### src/rtl/imhq_pkg.sv
`timescale 1ns / 1ps
package imhq_pkg;

   localparam int LABEL_W = 8;
   localparam int COST_W  = 32;
   localparam int LABELS  = 1 << LABEL_W;

   localparam logic [1:0] ACT_PUSH   = 2'd0;
   localparam logic [1:0] ACT_UPDATE = 2'd1;
   localparam logic [1:0] ACT_POP    = 2'd2;

   typedef struct packed {
      logic [1:0]                action;
      logic [LABEL_W-1:0]        label;
      logic signed [COST_W-1:0]  cost;
   } req_type;

   typedef struct packed {
      logic                accepted;
      logic [LABEL_W-1:0]  popped_label;
      logic                now_empty;
   } rsp_type;

   typedef struct packed {
      logic signed [COST_W-1:0]  cost;
      logic [LABEL_W-1:0]        label;
   } entry_type;

endpackage

### src/rtl/imhq_slot_map.sv
`timescale 1ns / 1ps
module imhq_slot_map #(
   parameter int SLOT_W = 8
) (
   input  logic                        clock,
   input  logic                        reset,
   input  logic [imhq_pkg::LABEL_W-1:0] query_label,
   output logic                        query_present,
   input  logic [imhq_pkg::LABEL_W-1:0] rd_label,
   output logic [SLOT_W-1:0]           rd_slot,
   input  logic                        wr_en,
   input  logic [imhq_pkg::LABEL_W-1:0] wr_label,
   input  logic [SLOT_W-1:0]           wr_slot,
   input  logic                        clr_en,
   input  logic [imhq_pkg::LABEL_W-1:0] clr_label
);
   import imhq_pkg::*;

   logic [SLOT_W-1:0] slot_mem [LABELS];
   logic [LABELS-1:0] present_ff;
   logic [LABELS-1:0] present_in;
   logic [SLOT_W-1:0] rd_slot_ff;

   // A label is present exactly while its entry sits in the heap.
   always_comb begin
      present_in = present_ff;
      if (wr_en) begin
         present_in[wr_label] = 1'b1;
      end
      if (clr_en) begin
         present_in[clr_label] = 1'b0;
      end
   end

   always_ff @(posedge clock) begin
      if (reset) begin
         present_ff <= '0;
      end else begin
         present_ff <= present_in;
      end
   end

   always_ff @(posedge clock) begin
      if (wr_en) begin
         slot_mem[wr_label] <= wr_slot;
      end
      rd_slot_ff <= slot_mem[rd_label];
   end

   assign rd_slot       = rd_slot_ff;
   assign query_present = present_ff[query_label];

endmodule

### config.mk
export PLATFORM = sky130hd
export DESIGN_NAME = imhq_slot_map
export DESIGN_NICKNAME = d
export VERILOG_FILES = /design/src/rtl/imhq_pkg.sv /design/src/rtl/imhq_slot_map.sv
export SDC_FILE = /design/constraint.sdc
export NUM_CORES = 2
export LEC_CHECK = 0
export BUFFER_PORTS_ARGS = -buffer_cell sky130_fd_sc_hd__buf_2
export CORE_UTILIZATION = 45
export DETAILED_ROUTE_END_ITERATION = 7
export GPL_TIMING_DRIVEN = 1
export PLACE_DENSITY_LB_ADDON = 0.05
export SETUP_SLACK_MARGIN = 0.02
export SYNTH_ARGS = -nofsm -noshare
export SYNTH_HDL_FRONTEND = slang
export SYNTH_SLANG_ARGS = --single-unit
### constraint.sdc
create_clock -name clock -period 6.8 [get_ports clock]
set_input_delay 1.7 -clock clock [delete_from_list [all_inputs] [get_ports clock]]
set_output_delay 1.7 -clock clock [all_outputs]
set_load 0.05 [all_outputs]
# --- Yosys cells after proc, flatten, opt, wreduce, memory -nomap -nowiden ---
# Memories as Yosys holds them, arrays and structs flattened. A register that Yosys moved wholly into a read port is not among the register bits.
# Cells that the tools add are included.
word_totals:
  reg_bits: 256
  latchBits: 0
  mem_bits_rw: 2048
  mem_bits_ro: 0
  inputBits: 44
  output_inout_bits: 9
  word_cells: 22
  memories: 1
mem_list:
  columns: ["memory", "depth", "width", "rd", "rd_ports_with_merged_regs", "write_ports", "line", "source"]
  rows:
  - ["slot_mem", 256, 8, 1, 1, 1, "imhq_slot_map.sv:19", "logic [SLOT_W-1:0] slot_mem [LABELS];"]
op_classes:
  n_addsub: 0
  n_mul: 0
  n_div: 0
  n_lt_le_gt_ge: 5
  eq_ne: 0
  shift: 0
  mux: 10
  bitwise_logic: 3
  reduce_logical: 2
ops:
  columns: ["cell", "count"]
  rows:
  - ["$mux W256", 2]
  - ["$and A256 B256 Y256", 1]
  - ["$not A256 Y256", 1]
  - ["$or A256 B256 Y256", 1]
  - ["$lt A8 B9 Y1 const B", 3]
  - ["$demux W1 S8", 2]
  - ["$ge A8 B1 Y1 const B", 2]
  - ["$bmux W1 S8", 1]
  - ["$mux W1", 5]
  - ["$logic_and A1 B1 Y1", 2]

# --- Depth between registers and ports, before layout ---
logic_depth:
  depth_word: 8
  depth_mapped: 11
  depth_no_buf: 6

# --- Worst setup path after synthesis ---
# No wires, ideal clock.
synth_path:
  path_type: "input to output"
  start: "input port query_label[0] in the netlist's numbering"
  end: "output port query_present"
  t_arrival_ns: 4.150
  required_ns: 5.100
  slack_ns: 0.950
  path_stages: 10
  n_path_buf: 4
  cell_sequence: "buf_6 > buf_6 > buf_2 > or3b_2 > buf_2 > o22ai_1 > nor4_1 > a32oi_1 > a22oi_1 > a31oi_1"
synth_via:
  elab_chain_cells: 2
synth_rtl:
  columns: ["item", "line", "source"]
  rows:
  - ["start, declared", "imhq_slot_map.sv:7", "input logic [imhq_pkg::LABEL_W-1:0] query_label,"]
  - ["$bmux W1 S8", "imhq_slot_map.sv:51", "assign query_present = present_ff[query_label];"]
  - ["$mux W1 (implied by the code)", "imhq_slot_map.sv:51", null]
  - ["end, declared", "imhq_slot_map.sv:8", "output logic query_present,"]
# Every way passes these cells. The select of a mux whose other input is x is not followed.

# --- Worst setup path after layout ---
layout_path:
  start: "input port query_label[3] in the netlist's numbering"
  end: "output port query_present"
# Same word-level chain as after synthesis.

==> results.tsv <==
metric	value	unit
rrSetupSlack	3.82	ns
crit_chain	buf_2 > nand3_1 > o22ai_1 > nor2_1 > a32oi_1 > a22oi_1 > a31oi_1 > buf_2	
finalSetupViolCount	0	
dp_hpwl	177.0	mm
drive_gt1_frac	0.2278	
critical-path-max-stage-delay	0.65	ns
peakVddDrop	233.8	uV
endpoint_kind	primary output	
cpMostUsedCell	buf_2	
postCtsSetupRepairBufs	0	
synth_nets	4914	
yosysSeqAreaShare	0.7377	
min_path_type	reg2reg	
drtAntennaViolNets	0	
hold_viol	0	
gp_congestion	0.9420	
seqPwrFrac	0.519	
grt_util_all_layers	0.2697	
grt_start_max_net_pins	154	
setup_slack	0.2825	ns
min-delay-start	present_ff[239]	
synth_seq_cells	2312	
syn_area	0.09053	mm^2
drc_errors	0	
start_util	0.4530	
clock-sinks	2312	
htreeDepth	4	
synth.top_cell.area_share	0.6793	
rsz0062_at_grt	no	
ys.flop_type	edfxtp_1	
synth-edff-count	2048	
period_needed	6.518	ns
relSlewSlack	0.08624	
crit_required	5.10	ns
grt_busiest_layer	met2	
design.core.area	0.1999	mm^2
finalNonFillerCells	8012	
p_sw_frac	0.2194	
ctsResizeCount	0	
reg2reg_from	slot_mem[175][6]	
top_level_ports	53	
clk_pin_slew	0.06	ns
crit_family	compound AO/OA/AOI/OAI gates	
synth_area_leader_cell	edfxtp_1	
slew_viol_final	0	
cp.arrival	4.82	ns
dr_total_vias	49040	
p_per_area	290.1	mW/mm^2
antenna_found_initial	18	
ff_latch_area	0.06678	mm^2
design_area	0.1029	mm^2
path_buf_inv	2	
use_met1	0.3824	
fill_cells	16340	
synth.area.top_cells	edfxtp_1 68%, mux4_2 12%, dfxtp_1 5.8%, mux2i_1 3.5%, nor2_1 2.3%	
cts_tree	built	
root_buffer	clkbuf_16	
yosysWarnings	0	
gr-usage-met3	0.03995	
grt_first_pass_wirelength	386.0	mm
overflow	0	
synth_common_cells	2048 x edfxtp_1, 554 x nor2_1, 475 x mux4_2	
grtUsageMet2	0.4329	
cpMaxStageDelayCell	a31oi_1	
yosysUniqueCellTypes	57	
synth.most_common_cell	edfxtp_1	
startpoint	query_label[3]	
critPathLaunchType	input port	
outcome	completed	
fin_skew	0.03529	ns
p_clk_frac	0.429	
switching_power	0.006547	W
wl	274.2	mm
areaGrowthSynthToFinish	13.65	%
cts_buffers	239	
dr.pass1.iters	6	
max_clock_freq	153.4	MHz
dp.cells	7556	
crit_type	in2out	
post-place-ws	0.3226	ns
p_comb_frac	0.051	
async_reset_ff_frac	0	
syn-instance-count	4870	
leakagePower	32.50	nW
drv_cap	0	
worstMarginPinSlew	1.366	ns
hold_ws	0.4814	ns
vias_per_cell	6.121	
clockBufferDepth	3	
nets	5185	
min_period_over_period	0.9585	
wire_per_inst	34.23	um
finalSetupTns	0	ns
intPower	0.02330	W
die_area	0.2030	mm^2
die_w	450.5	um
fp-row-count	164	
place_area	0.09526	mm^2
multi_input_area	0.02216	mm^2
insertion_delay	0.87	ns
avgSynthCellArea	18.59	um^2
hold_buffers	0	
crit_fanout	25	
die_h	450.5	um
portBuffers	52	
drtIter0Drc	5387	
grt_pass1_vias	48660	
-- logic make-up after synthesis --
group | synth area share
AO/OA/AOI/OAI | 0.05014
AND/OR/NAND/NOR | 0.03835
buffers and inverters | 0.01942
multiplexers | 0.1544
flip-flops | 0.7377
-- state kept, by name, indices dropped and copies added, names as in the netlist --
register    cells
present_ff    256
rd_slot         8
slot_mem     2048
-- stage by stage --
| step | utilization | power (W) |
|---|---|---|
| 3_5_place_dp | 0.4766 | 0.01735 |
| 3_3_place_gp | 0.4766 | 0.01734 |
| 2_1_floorplan | - | 0.01662 |
| 5_1_grt | 0.5148 | 0.03067 |
| 6_report | 0.5148 | 0.02984 |
| 4_1_cts | 0.5146 | 0.03008 |
-- cells in the final DEF (no fill, tap or decap), types with 18 or more instances in the layout --
cell          n
clkbuf_1     63
o221ai_1    114
dfxtp_1     264
nor3_1       66
o22ai_1      67
clkbuf_16   246
nand3_1      34
buf_2        38
nor2_2       22
buf_4       274
nor2_1      526
a211oi_1    246
bufinv_16    18
mux4_2      475
clkinv_1     53
o21ai_0      19
nor4_1       24
nand2_1      56
buf_12       28
a21oi_1      68
a221oi_1     24
edfxtp_1   2048
nor2b_1      24
clkinv_2     48
mux2i_1     315
-- final timing paths --
| kind | depth (start not counted) | endpoint |
|---|---|---|
| min | 1 | present_ff[239] |
| max | 8 | query_present |
| min reg2reg | 1 | present_ff[239] |
| max reg2reg | 6 | rd_slot[6] |
-- final cells by class --
class / instances / share of cell area
multi-input cells: 2232 / 0.2153
clock inverters: 130 / 0.01120
repair buffers: 351 / 0.02886
flip-flops and latches: 2312 / 0.6491
well taps: 2656 / 0.03230
inverters: 5 / 0.0002311
clock buffers: 313 / 0.06267
diodes: 13 / 0.0003162
-- worst reg2reg max path: cells and delay by family (launching register included) --
kind,cells,cell delay [ns]
simple gates,2,1.03
flops,1,0.38
mux,1,0.50
compound gates,3,0.94
-- power by group through the flow --
| stage | Sequential (W) | Combinational (W) | Clock (W) |
|---|---|---|---|
| floorplan | 0.0158 | 0.000808 | 0 |
| global placement | 0.0158 | 0.00154 | 0 |
| detailed placement | 0.0158 | 0.00155 | 0 |
| CTS | 0.0155 | 0.00155 | 0.0130 |
| global route | 0.0155 | 0.00161 | 0.0136 |
| finish | 0.0155 | 0.00154 | 0.0128 |
-- layer usage --
metal  vias to the layer above  routed length (um)
li1                      20550                   -
met1                     26300              118300
met2                      1804              131400
met3                       388               16180
met4                         2                8368
met5                         -                   8
No activity file was read; power rests on OpenSTA's default activity.
